### src/design/wsma_pkg.sv
`default_nettype none

package wsma_pkg;

    // Sizes of the sample path and of the window store.
    localparam int SAMPLE_BITS = 32;
    localparam int WINDOW_MAX  = 64;
    localparam int ADDR_BITS   = $clog2(WINDOW_MAX);
    localparam int WIN_BITS    = ADDR_BITS + 1;
    localparam int SUM_BITS    = SAMPLE_BITS + ADDR_BITS;

    // Q1.16 smoothing factor and the products of the EMA step.
    localparam int FRAC_BITS   = 16;
    localparam int FACTOR_BITS = FRAC_BITS + 1;
    localparam int PROD_BITS   = SAMPLE_BITS + FACTOR_BITS;

    // Configuration port data width: the widest register.
    localparam int CFG_DATA_BITS = FACTOR_BITS;

    // Restoring divider: one quotient bit per step over the whole sum.
    localparam int DIV_STEPS      = SUM_BITS;
    localparam int DIV_COUNT_BITS = $clog2(DIV_STEPS);

    localparam logic [FACTOR_BITS-1:0] ONE_Q16    = FACTOR_BITS'(1) << FRAC_BITS;
    localparam logic [PROD_BITS-1:0]   ROUND_HALF = PROD_BITS'(1) << (FRAC_BITS - 1);

    localparam logic [WIN_BITS-1:0]    WINDOW_LENGTH_RESET = WIN_BITS'(20);
    localparam logic [FACTOR_BITS-1:0] SMOOTHING_RESET     = FACTOR_BITS'(6554);

    // Configuration register indexes.
    typedef enum logic [0:0] {
        REG_WINDOW_LENGTH    = 1'b0,
        REG_SMOOTHING_FACTOR = 1'b1
    } cfg_index_t;

    // Sequencer states, one-hot.
    typedef enum logic [7:0] {
        S_IDLE     = 8'b0000_0001,
        S_OLD      = 8'b0000_0010,
        S_UPDATE   = 8'b0000_0100,
        S_LOAD     = 8'b0000_1000,
        S_INIT     = 8'b0001_0000,
        S_MUL_NEW  = 8'b0010_0000,
        S_MUL_OLD  = 8'b0100_0000,
        S_FINISH   = 8'b1000_0000
    } state_t;

    // A written length of zero acts as one; anything above the store depth
    // acts as the store depth.
    function automatic logic [WIN_BITS-1:0] effective_window(input logic [WIN_BITS-1:0] len);
        logic [WIN_BITS-1:0] win;
        win = len;
        if (len == '0)
        begin
            win = WIN_BITS'(1);
        end
        else if (len > WIN_BITS'(WINDOW_MAX))
        begin
            win = WIN_BITS'(WINDOW_MAX);
        end
        return win;
    endfunction

endpackage

`default_nettype wire

### src/design/wsma_if.sv
`default_nettype none

// Sample channel: one Q16.16 sample per beat.
interface wsma_in_if;
    logic                             valid;
    logic                             ready;
    logic [wsma_pkg::SAMPLE_BITS-1:0] sample;

    modport source (output valid, output sample, input ready);
    modport sink   (input valid, input sample, output ready);
endinterface

// Result channel: both averages travel in one beat.
interface wsma_out_if;
    logic                             valid;
    logic                             ready;
    logic [wsma_pkg::SAMPLE_BITS-1:0] simple_average;
    logic [wsma_pkg::SAMPLE_BITS-1:0] exponential_average;

    modport source (output valid, output simple_average, output exponential_average,
                    input ready);
    modport sink   (input valid, input simple_average, input exponential_average,
                    output ready);
endinterface

// Configuration write channel: register index and data per beat.
interface wsma_cfg_if;
    logic                               valid;
    logic                               ready;
    wsma_pkg::cfg_index_t               index;
    logic [wsma_pkg::CFG_DATA_BITS-1:0] data;

    modport source (output valid, output index, output data, input ready);
    modport sink   (input valid, input index, input data, output ready);
endinterface

`default_nettype wire

### src/design/wsma_ram.sv
`default_nettype none

// Simple dual-port RAM: one write port, one read port with registered data.
module wsma_ram #(
    parameter int WIDTH = 32,
    parameter int DEPTH = 64
) (
    input  wire logic                     clk,
    input  wire logic                     we,
    input  wire logic [$clog2(DEPTH)-1:0] waddr,
    input  wire logic [WIDTH-1:0]         wdata,
    input  wire logic [$clog2(DEPTH)-1:0] raddr,
    output logic      [WIDTH-1:0]         rdata
);

    logic [WIDTH-1:0] mem [DEPTH];
    logic [WIDTH-1:0] rdata_reg;

    always_ff @(posedge clk)
    begin
        if (we)
        begin
            mem[waddr] <= wdata;
        end
        rdata_reg <= mem[raddr];
    end

    assign rdata = rdata_reg;

endmodule

`default_nettype wire

### src/design/wsma_div.sv
`default_nettype none

// Restoring divider for the simple average: one quotient bit per cycle.
// The quotient of the window sum by the fill count always fits a sample.
module wsma_div (
    input  wire logic                             clk,
    input  wire logic                             rst_n,
    input  wire logic                             start,
    input  wire logic [wsma_pkg::SUM_BITS-1:0]    dividend,
    input  wire logic [wsma_pkg::WIN_BITS-1:0]    divisor,
    output logic                                  done,
    output logic      [wsma_pkg::SAMPLE_BITS-1:0] quotient
);

    logic                                  busy_reg;
    logic                                  done_reg;
    logic [wsma_pkg::DIV_COUNT_BITS-1:0]   count_reg;
    logic [wsma_pkg::SUM_BITS-1:0]         work_reg;
    logic [wsma_pkg::WIN_BITS-1:0]         rem_reg;
    logic [wsma_pkg::WIN_BITS-1:0]         divisor_reg;

    logic [wsma_pkg::WIN_BITS:0]           trial;
    logic                                  fits;
    logic [wsma_pkg::WIN_BITS-1:0]         rem_next;
    logic [wsma_pkg::SUM_BITS-1:0]         work_next;

    // One restoring step: bring down the next dividend bit and subtract if it fits.
    always_comb
    begin
        trial     = {rem_reg, work_reg[wsma_pkg::SUM_BITS-1]};
        fits      = (trial >= {1'b0, divisor_reg});
        rem_next  = fits ? wsma_pkg::WIN_BITS'(trial - {1'b0, divisor_reg})
                         : wsma_pkg::WIN_BITS'(trial);
        work_next = {work_reg[wsma_pkg::SUM_BITS-2:0], fits};
    end

    // Control: busy while stepping, done held until the next start.
    always_ff @(posedge clk or negedge rst_n)
    begin
        if (!rst_n)
        begin
            busy_reg <= 1'b0;
            done_reg <= 1'b0;
        end
        else if (start)
        begin
            busy_reg <= 1'b1;
            done_reg <= 1'b0;
        end
        else if (busy_reg && (count_reg == '0))
        begin
            busy_reg <= 1'b0;
            done_reg <= 1'b1;
        end
    end

    // Datapath: the dividend register fills with quotient bits from the bottom.
    always_ff @(posedge clk)
    begin
        if (start)
        begin
            work_reg    <= dividend;
            rem_reg     <= '0;
            divisor_reg <= divisor;
            count_reg   <= wsma_pkg::DIV_COUNT_BITS'(wsma_pkg::DIV_STEPS - 1);
        end
        else if (busy_reg)
        begin
            work_reg  <= work_next;
            rem_reg   <= rem_next;
            count_reg <= count_reg - wsma_pkg::DIV_COUNT_BITS'(1);
        end
    end

    assign done     = done_reg;
    assign quotient = work_reg[wsma_pkg::SAMPLE_BITS-1:0];

endmodule

`default_nettype wire

### src/design/windowed_sma_ema_top.sv
`default_nettype none

// Sliding-window simple and exponential moving average. Each sample beat is
// stored in a 64-entry ring (window_length entries in use) and answered by one
// result beat with the truncated mean of the stored samples and an EMA run from
// the oldest stored sample to the newest, rounded at each step. The result beat
// appears once its sample is finished, and the block is ready again in that same
// cycle. The EMA shares one 17x32 multiplier, a new-sample product and then an
// old-average product per stored sample after the oldest, and the mean comes
// from a bit-serial divider that takes 38 steps in parallel with it.
// The block takes no new sample until the current one is finished; a finished
// result waits in the output register without holding up the next sample.
// Writing window_length (index 0) empties the window; smoothing_factor
// (index 1) is clamped to 1.0. The ring needs no clearing after reset.
module windowed_sma_ema_top (
    input  wire logic   clk,
    input  wire logic   rst_n,
    wsma_cfg_if.sink    cfg,
    wsma_in_if.sink     samples,
    wsma_out_if.source  results
);

    localparam int SB = wsma_pkg::SAMPLE_BITS;
    localparam int AB = wsma_pkg::ADDR_BITS;
    localparam int WB = wsma_pkg::WIN_BITS;
    localparam int FB = wsma_pkg::FACTOR_BITS;
    localparam int PB = wsma_pkg::PROD_BITS;
    localparam int UB = wsma_pkg::SUM_BITS;

    // Control state
    wsma_pkg::state_t state_reg;
    logic [WB-1:0]    window_length_reg;
    logic [FB-1:0]    factor_reg;
    logic [AB-1:0]    write_pos_reg;
    logic [WB-1:0]    fill_reg;
    logic [UB-1:0]    sum_reg;
    logic             out_valid_reg;

    // Datapath registers
    logic [SB-1:0]    sample_reg;
    logic [AB-1:0]    pos_reg;
    logic [AB-1:0]    idx_reg;
    logic [AB-1:0]    steps_reg;
    logic [SB-1:0]    ema_reg;
    logic [PB-1:0]    prod_reg;
    logic [SB-1:0]    simple_out_reg;
    logic [SB-1:0]    ema_out_reg;

    // Combinational signals
    logic [WB-1:0]    win;
    logic             in_accept;
    logic             cfg_accept;
    logic             out_load;
    logic [AB-1:0]    pos_sel;
    logic             filling;
    logic [WB-1:0]    fill_next;
    logic [UB-1:0]    sum_next;
    logic [WB-1:0]    pos_inc;
    logic [AB-1:0]    pos_next;
    logic [AB-1:0]    start_next;
    logic [WB-1:0]    idx_inc;
    logic [AB-1:0]    idx_next;
    logic [FB-1:0]    mul_a;
    logic [SB-1:0]    mul_b;
    logic [PB-1:0]    mul_p;
    logic [PB-1:0]    ema_sum;
    logic [SB-1:0]    ema_next;
    logic [FB-1:0]    factor_in;
    logic [SB-1:0]    rd_data;
    logic             div_done;
    logic [SB-1:0]    quotient;

    assign win        = wsma_pkg::effective_window(window_length_reg);
    assign in_accept  = samples.valid && samples.ready;
    assign cfg_accept = cfg.valid && cfg.ready;
    assign out_load   = (state_reg == wsma_pkg::S_FINISH) && div_done
                        && (!out_valid_reg || results.ready);

    assign cfg.ready     = 1'b1;
    assign samples.ready = (state_reg == wsma_pkg::S_IDLE);

    // Ring bookkeeping for the beat being stored.
    always_comb
    begin
        pos_sel    = ({1'b0, write_pos_reg} >= win) ? '0 : write_pos_reg;
        filling    = (fill_reg < win);
        fill_next  = filling ? fill_reg + WB'(1) : fill_reg;
        sum_next   = sum_reg + UB'(sample_reg) - (filling ? '0 : UB'(rd_data));
        pos_inc    = {1'b0, pos_reg} + WB'(1);
        pos_next   = (pos_inc >= win) ? '0 : pos_inc[AB-1:0];
        start_next = (fill_next < win) ? '0 : pos_next;
        idx_inc    = {1'b0, idx_reg} + WB'(1);
        idx_next   = (idx_inc >= win) ? '0 : idx_inc[AB-1:0];
    end

    // Shared multiplier: a*x in S_MUL_NEW, then (1-a)*ema and the rounded sum in S_MUL_OLD.
    always_comb
    begin
        mul_a    = (state_reg == wsma_pkg::S_MUL_NEW) ? factor_reg
                                                      : wsma_pkg::ONE_Q16 - factor_reg;
        mul_b    = (state_reg == wsma_pkg::S_MUL_NEW) ? rd_data : ema_reg;
        mul_p    = PB'(mul_a) * PB'(mul_b);
        ema_sum  = prod_reg + mul_p + wsma_pkg::ROUND_HALF;
        ema_next = ema_sum[wsma_pkg::FRAC_BITS +: SB];
    end

    // Smoothing factor saturates at 1.0.
    assign factor_in = (cfg.data > wsma_pkg::ONE_Q16) ? wsma_pkg::ONE_Q16 : cfg.data;

    // Sequencer, configuration registers and window state.
    always_ff @(posedge clk or negedge rst_n)
    begin
        if (!rst_n)
        begin
            state_reg         <= wsma_pkg::S_IDLE;
            window_length_reg <= wsma_pkg::WINDOW_LENGTH_RESET;
            factor_reg        <= wsma_pkg::SMOOTHING_RESET;
            write_pos_reg     <= '0;
            fill_reg          <= '0;
            sum_reg           <= '0;
            out_valid_reg     <= 1'b0;
        end
        else
        begin
            if (cfg_accept)
            begin
                if (cfg.index == wsma_pkg::REG_WINDOW_LENGTH)
                begin
                    window_length_reg <= cfg.data[WB-1:0];
                    write_pos_reg     <= '0;
                    fill_reg          <= '0;
                    sum_reg           <= '0;
                end
                else
                begin
                    factor_reg <= factor_in;
                end
            end

            if (out_load)
            begin
                out_valid_reg <= 1'b1;
            end
            else if (results.ready)
            begin
                out_valid_reg <= 1'b0;
            end

            case (state_reg)
                wsma_pkg::S_IDLE:
                begin
                    if (in_accept)
                    begin
                        state_reg <= wsma_pkg::S_OLD;
                    end
                end
                wsma_pkg::S_OLD:
                begin
                    state_reg <= wsma_pkg::S_UPDATE;
                end
                wsma_pkg::S_UPDATE:
                begin
                    fill_reg      <= fill_next;
                    sum_reg       <= sum_next;
                    write_pos_reg <= pos_next;
                    state_reg     <= wsma_pkg::S_LOAD;
                end
                wsma_pkg::S_LOAD:
                begin
                    state_reg <= wsma_pkg::S_INIT;
                end
                wsma_pkg::S_INIT:
                begin
                    state_reg <= (steps_reg == '0) ? wsma_pkg::S_FINISH : wsma_pkg::S_MUL_NEW;
                end
                wsma_pkg::S_MUL_NEW:
                begin
                    state_reg <= wsma_pkg::S_MUL_OLD;
                end
                wsma_pkg::S_MUL_OLD:
                begin
                    state_reg <= (steps_reg == AB'(1)) ? wsma_pkg::S_FINISH
                                                       : wsma_pkg::S_MUL_NEW;
                end
                wsma_pkg::S_FINISH:
                begin
                    if (out_load)
                    begin
                        state_reg <= wsma_pkg::S_IDLE;
                    end
                end
                default:
                begin
                    state_reg <= wsma_pkg::S_IDLE;
                end
            endcase
        end
    end

    // Datapath. The RAM read address is idx_reg; read data is registered in the RAM and follows it in the next cycle.
    always_ff @(posedge clk)
    begin
        case (state_reg)
            wsma_pkg::S_IDLE:
            begin
                sample_reg <= samples.sample;
                pos_reg    <= pos_sel;
                idx_reg    <= pos_sel;
            end
            wsma_pkg::S_UPDATE:
            begin
                idx_reg   <= start_next;
                steps_reg <= AB'(fill_next - WB'(1));
            end
            wsma_pkg::S_LOAD:
            begin
                idx_reg <= idx_next;
            end
            wsma_pkg::S_INIT:
            begin
                ema_reg <= rd_data;
            end
            wsma_pkg::S_MUL_NEW:
            begin
                prod_reg <= mul_p;
                idx_reg  <= idx_next;
            end
            wsma_pkg::S_MUL_OLD:
            begin
                ema_reg   <= ema_next;
                steps_reg <= steps_reg - AB'(1);
            end
            default:
            begin
            end
        endcase

        if (out_load)
        begin
            simple_out_reg <= quotient;
            ema_out_reg    <= ema_reg;
        end
    end

    // Sample ring: written once per beat, read for the evicted value and the EMA walk.
    wsma_ram #(
        .WIDTH (SB),
        .DEPTH (wsma_pkg::WINDOW_MAX)
    ) u_ram (
        .clk   (clk),
        .we    (state_reg == wsma_pkg::S_UPDATE),
        .waddr (pos_reg),
        .wdata (sample_reg),
        .raddr (idx_reg),
        .rdata (rd_data)
    );

    // Mean of the window, started once the new sum is known.
    wsma_div u_div (
        .clk      (clk),
        .rst_n    (rst_n),
        .start    (state_reg == wsma_pkg::S_UPDATE),
        .dividend (sum_next),
        .divisor  (fill_next),
        .done     (div_done),
        .quotient (quotient)
    );

    assign results.valid               = out_valid_reg;
    assign results.simple_average      = simple_out_reg;
    assign results.exponential_average = ema_out_reg;

endmodule

`default_nettype wire

### src/flat_wrapper.sv
// flat-port wrapper written by rule: the top's interface ports become plain ports
module windowed_sma_ema_top_flat 
  (clk, rst_n, cfg_valid, cfg_index, cfg_data, cfg_ready, samples_valid, samples_sample, samples_ready, results_valid, results_simple_average, results_exponential_average, results_ready);
  wsma_cfg_if cfg_i ();
  wsma_in_if samples_i ();
  wsma_out_if results_i ();
  input  wire logic clk;
  input  wire logic rst_n;
  input wire logic [$bits(cfg_i.valid)-1:0] cfg_valid;
  input wire logic [$bits(cfg_i.index)-1:0] cfg_index;
  input wire logic [$bits(cfg_i.data)-1:0] cfg_data;
  output wire logic [$bits(cfg_i.ready)-1:0] cfg_ready;
  input wire logic [$bits(samples_i.valid)-1:0] samples_valid;
  input wire logic [$bits(samples_i.sample)-1:0] samples_sample;
  output wire logic [$bits(samples_i.ready)-1:0] samples_ready;
  output wire logic [$bits(results_i.valid)-1:0] results_valid;
  output wire logic [$bits(results_i.simple_average)-1:0] results_simple_average;
  output wire logic [$bits(results_i.exponential_average)-1:0] results_exponential_average;
  input wire logic [$bits(results_i.ready)-1:0] results_ready;
  assign cfg_i.valid = cfg_valid;
  assign cfg_i.index = cfg_index;
  assign cfg_i.data = cfg_data;
  assign cfg_ready = cfg_i.ready;
  assign samples_i.valid = samples_valid;
  assign samples_i.sample = samples_sample;
  assign samples_ready = samples_i.ready;
  assign results_valid = results_i.valid;
  assign results_simple_average = results_i.simple_average;
  assign results_exponential_average = results_i.exponential_average;
  assign results_i.ready = results_ready;
  windowed_sma_ema_top u_core (.clk(clk), .rst_n(rst_n), .cfg(cfg_i), .samples(samples_i), .results(results_i));
endmodule
### config.mk
export PLATFORM = sky130hd
export DESIGN_NAME = windowed_sma_ema_top_flat
export DESIGN_NICKNAME = d
export VERILOG_FILES = /design/src/design/wsma_pkg.sv /design/src/design/wsma_if.sv /design/src/design/wsma_ram.sv /design/src/design/wsma_div.sv /design/src/design/windowed_sma_ema_top.sv /design/src/flat_wrapper.sv
export SDC_FILE = /design/constraint.sdc
export NUM_CORES = 2
export LEC_CHECK = 0
export ABC_CLOCK_PERIOD_IN_PS = 11650
export BUFFER_PORTS_ARGS = -buffer_cell sky130_fd_sc_hd__buf_2
export CORE_ASPECT_RATIO = 0.75
export CORE_MARGIN = 2
export CORE_UTILIZATION = 64
export CTS_CLUSTER_SIZE = 20
export DETAILED_ROUTE_END_ITERATION = 6
export GPL_TIMING_DRIVEN = 0
export HOLD_SLACK_MARGIN = 0.03
export PLACE_DENSITY = 0.81
export SKIP_LAST_GASP = 1
export SYNTH_ARGS = -nofsm -noshare
export SYNTH_HDL_FRONTEND = slang
export SYNTH_HIERARCHICAL = 1
export SYNTH_SLANG_ARGS = --single-unit
### constraint.sdc
create_clock -name clk -period 11.65 [get_ports clk]
set_clock_uncertainty 0.05 [all_clocks]
set_input_delay 1.165 -clock clk [delete_from_list [all_inputs] [get_ports clk]]
set_output_delay 1.165 -clock clk [all_outputs]
set_load 0.02 [all_outputs]
==> results.json <==
{
  "status": "complete, but fails checks",
  "violations": "design-rule violations, max-capacitance violations, max-slew violations",
  "die_x_um": 496,
  "required_ps": 12220,
  "drv_cap": 3,
  "ys_seq_area_share_pct": 61.8,
  "top_layer_used": "met5",
  "cpLargestDelayFamily": "adder cells",
  "wl_met2_um": 168000,
  "synth_area_um2": 116000,
  "htreeDepth": 4,
  "setup_viol": 0,
  "cts-root-buf": "clkbuf_16",
  "rows": 135,
  "yosysTopAreaCellShare_pct": 59.1,
  "io-pin-count": 122,
  "critical_path.most_common_cell": "fa_1",
  "clkTransAtPathRegs_ps": 70,
  "grt_usage_pct": 43.7,
  "start_util_pct": 64.4,
  "netlist.top_cell.by_area": "edfxtp_1",
  "period_minus_slack_ps": 11550,
  "largest_register_ff_count": 2048,
  "met3WireLength_um": 74700,
  "avgSynthCellArea_um2": 15.8,
  "cpMaxStageDelayCell": "mux2i_1",
  "synth_seq_cells": 2418,
  "synthArstFlopShare_pct": 3.56,
  "start_kind": "register",
  "slew_headroom_pct": -8.28,
  "yosysWarningCount": 6,
  "syn_nets": 8185,
  "slowest_delay_ps": 720,
  "area_growth_pct": 13.4,
  "syn_inst": 7353,
  "fin_setup_tns_ps": 0,
  "rr_startpoint": "u_core/state_reg[7]",
  "synth_flop_cell": "edfxtp_1",
  "dr.pass1.iters": 7,
  "reg2reg_depth": 33,
  "m1WireLength_um": 130000,
  "synthDistinctLibCells": 94,
  "cts.sinks": 2418,
  "mostFrequentLayoutCell": "edfxtp_1",
  "grt_max_degree": 67,
  "fmax_mhz": 86.6,
  "core_area_um2": 180000,
  "finalHoldViolations": 0,
  "pre_cts_ws_ps": -2400,
  "grt_pass1_wl_um": 556000,
  "hpwl_um": 264000,
  "drive_above_1_share_pct": 20.1,
  "post_drt_wl_per_cell_um": 38.4,
  "dr_total_vias": 75400,
  "hold_path.class": "in2async",
  "clockBufferDepth": 3,
  "drt_iter0_markers": 14200,
  "maxSlewViolCount": 32,
  "gp_congestion": 0.998,
  "numCtsBuffers": 208,
  "finalCritPeriodShare_pct": 99.2,
  "cts_tree": "built",
  "antenna_found_initial": 28,
  "routed_wirelength_um": 401000,
  "worstMarginPinSlew_ps": 1620,
  "worstPathMaxFanout": 10,
  "die_area_um2": 185000,
  "die_y_um": 373,
  "timing.rr.end": "u_core/ema_reg[31]",
  "nets": 8683,
  "drc_errors": 36,
  "drtAntennaViolNets": 0,
  "regToRegSetupSlack_ps": 100,
  "synth_edf_count": 2287,
  "clkLatencyLatePin_ps": 890,
  "final_cell_mix": "edfxtp_1 (2287), inv_1 (765), nand2_1 (674)",
  "first_global_vias": 75100,
  "layout_setup_ws_ps": 98.3,
  "overflow": 0,
  "via_per_inst": 7.23,
  "critical_path_class": "reg2reg",
  "ys_top_cells_by_area": "edfxtp_1 (59%), mux4_2 (11%), fa_1 (8.3%)",
  "cts_hold_buf": 0,
  "endpoint_kind": "register",
  "cp.arrival_ps": 12120,
  "crit_buf_inv": 5,
  "io_buffers": 120
}
[Yosys cell counts, drive strengths merged (76+ instances only)]
cell and n:
o22ai 85, mux4 544, o21ai 117, fa 481, edfxtp 2287, inv 767, nor2 375, a21oi 197
xnor2 107, ha 296, nand3 80, nand2 697, clkbuf 193, a21o 78, buf 154, mux2i 121
dfrtp 76
[layer usage]
metal  track usage (%)  up-vias
met5             0.370        -
met1              58.0    37600
met3              19.5     1732
li1                  -    28100
met4              22.6       22
met2              61.0     8004
[metrics by stage]
step / cells / cell area (um^2) / hold slack [ps] / utilization, %
CTS: 10400 / 131000 / 107 / 72.7
floorplan: 7353 / 116000 / 373 / -
finish: 10400 / 132000 / 153 / 73.0
detailed placement: 10000 / 123000 / 394 / 68.4
global placement: 9870 / 120000 / 391 / 66.4
global route: 10400 / 132000 / 141 / 73.0
[cells by family (layout without fill, tap and decap cells)]
family / Yosys count / after routing / share of synthesized area [%]
simple gates: 1447 / 1447 / 5.49
buf+inv: 1114 / 1790 / 3.90
mux: 711 / 711 / 12.0
fa+ha+maj: 777 / 777 / 11.5
other cells: 1 / 9 / 0.00323
xor+xnor: 167 / 167 / 1.27
compound gates: 718 / 718 / 4.06
flops: 2418 / 2418 / 61.8
[worst register-to-register path, delay by kind of cell (launching register included)]
family	cells	cell delay [ps]
XOR/XNOR	2	600
multiplexers	2	1020
AO/OA/AOI/OAI	8	2040
adder cells (fa/ha/maj)	9	4250
buffers and inverters	5	820
flip-flops	1	470
AND/OR/NAND/NOR	7	2030
[how the worst max path moves through the flow]
stage | startpoint | end | slack [ps] | depth (start not counted)
after floorplan | u_core/state_reg[2] | u_core/ema_reg[25] | 1380 | 42
after global placement | u_core/factor_reg[0] | u_core/ema_reg[31] | -2360 | 40
after detailed placement | u_core/factor_reg[0] | u_core/ema_reg[31] | -2400 | 38
after CTS | u_core/factor_reg[0] | u_core/ema_reg[31] | 0.2 | 42
after global routing | u_core/factor_reg[2] | u_core/ema_reg[31] | -40 | 42
final | u_core/state_reg[7] | u_core/ema_reg[31] | 100 | 33
[cell type report]
cell class / instances / area (um^2)
multi-input combinational: 3821 / 41200
sequential: 2418 / 71700
inverter: 767 / 2880
tap: 2397 / 3000
buffer: 337 / 1790
fill: 10400 / 48700
clock buffer: 265 / 5550
timing repair buffer: 298 / 4090
clock inverter: 123 / 1450
antenna: 8 / 20.0
[timing repair]
action                                  4_1_cts  5_1_grt
endpoints found under the setup margin       30       18
gates resized for setup                     151      143
buffers inserted                             10       19
hold endpoints to repair                      0        0
pin swaps                                     6       11
Power is left out: the tool's default activity adds up to more than one toggle a clock period on the data nets, which glitch-free logic cannot reach.
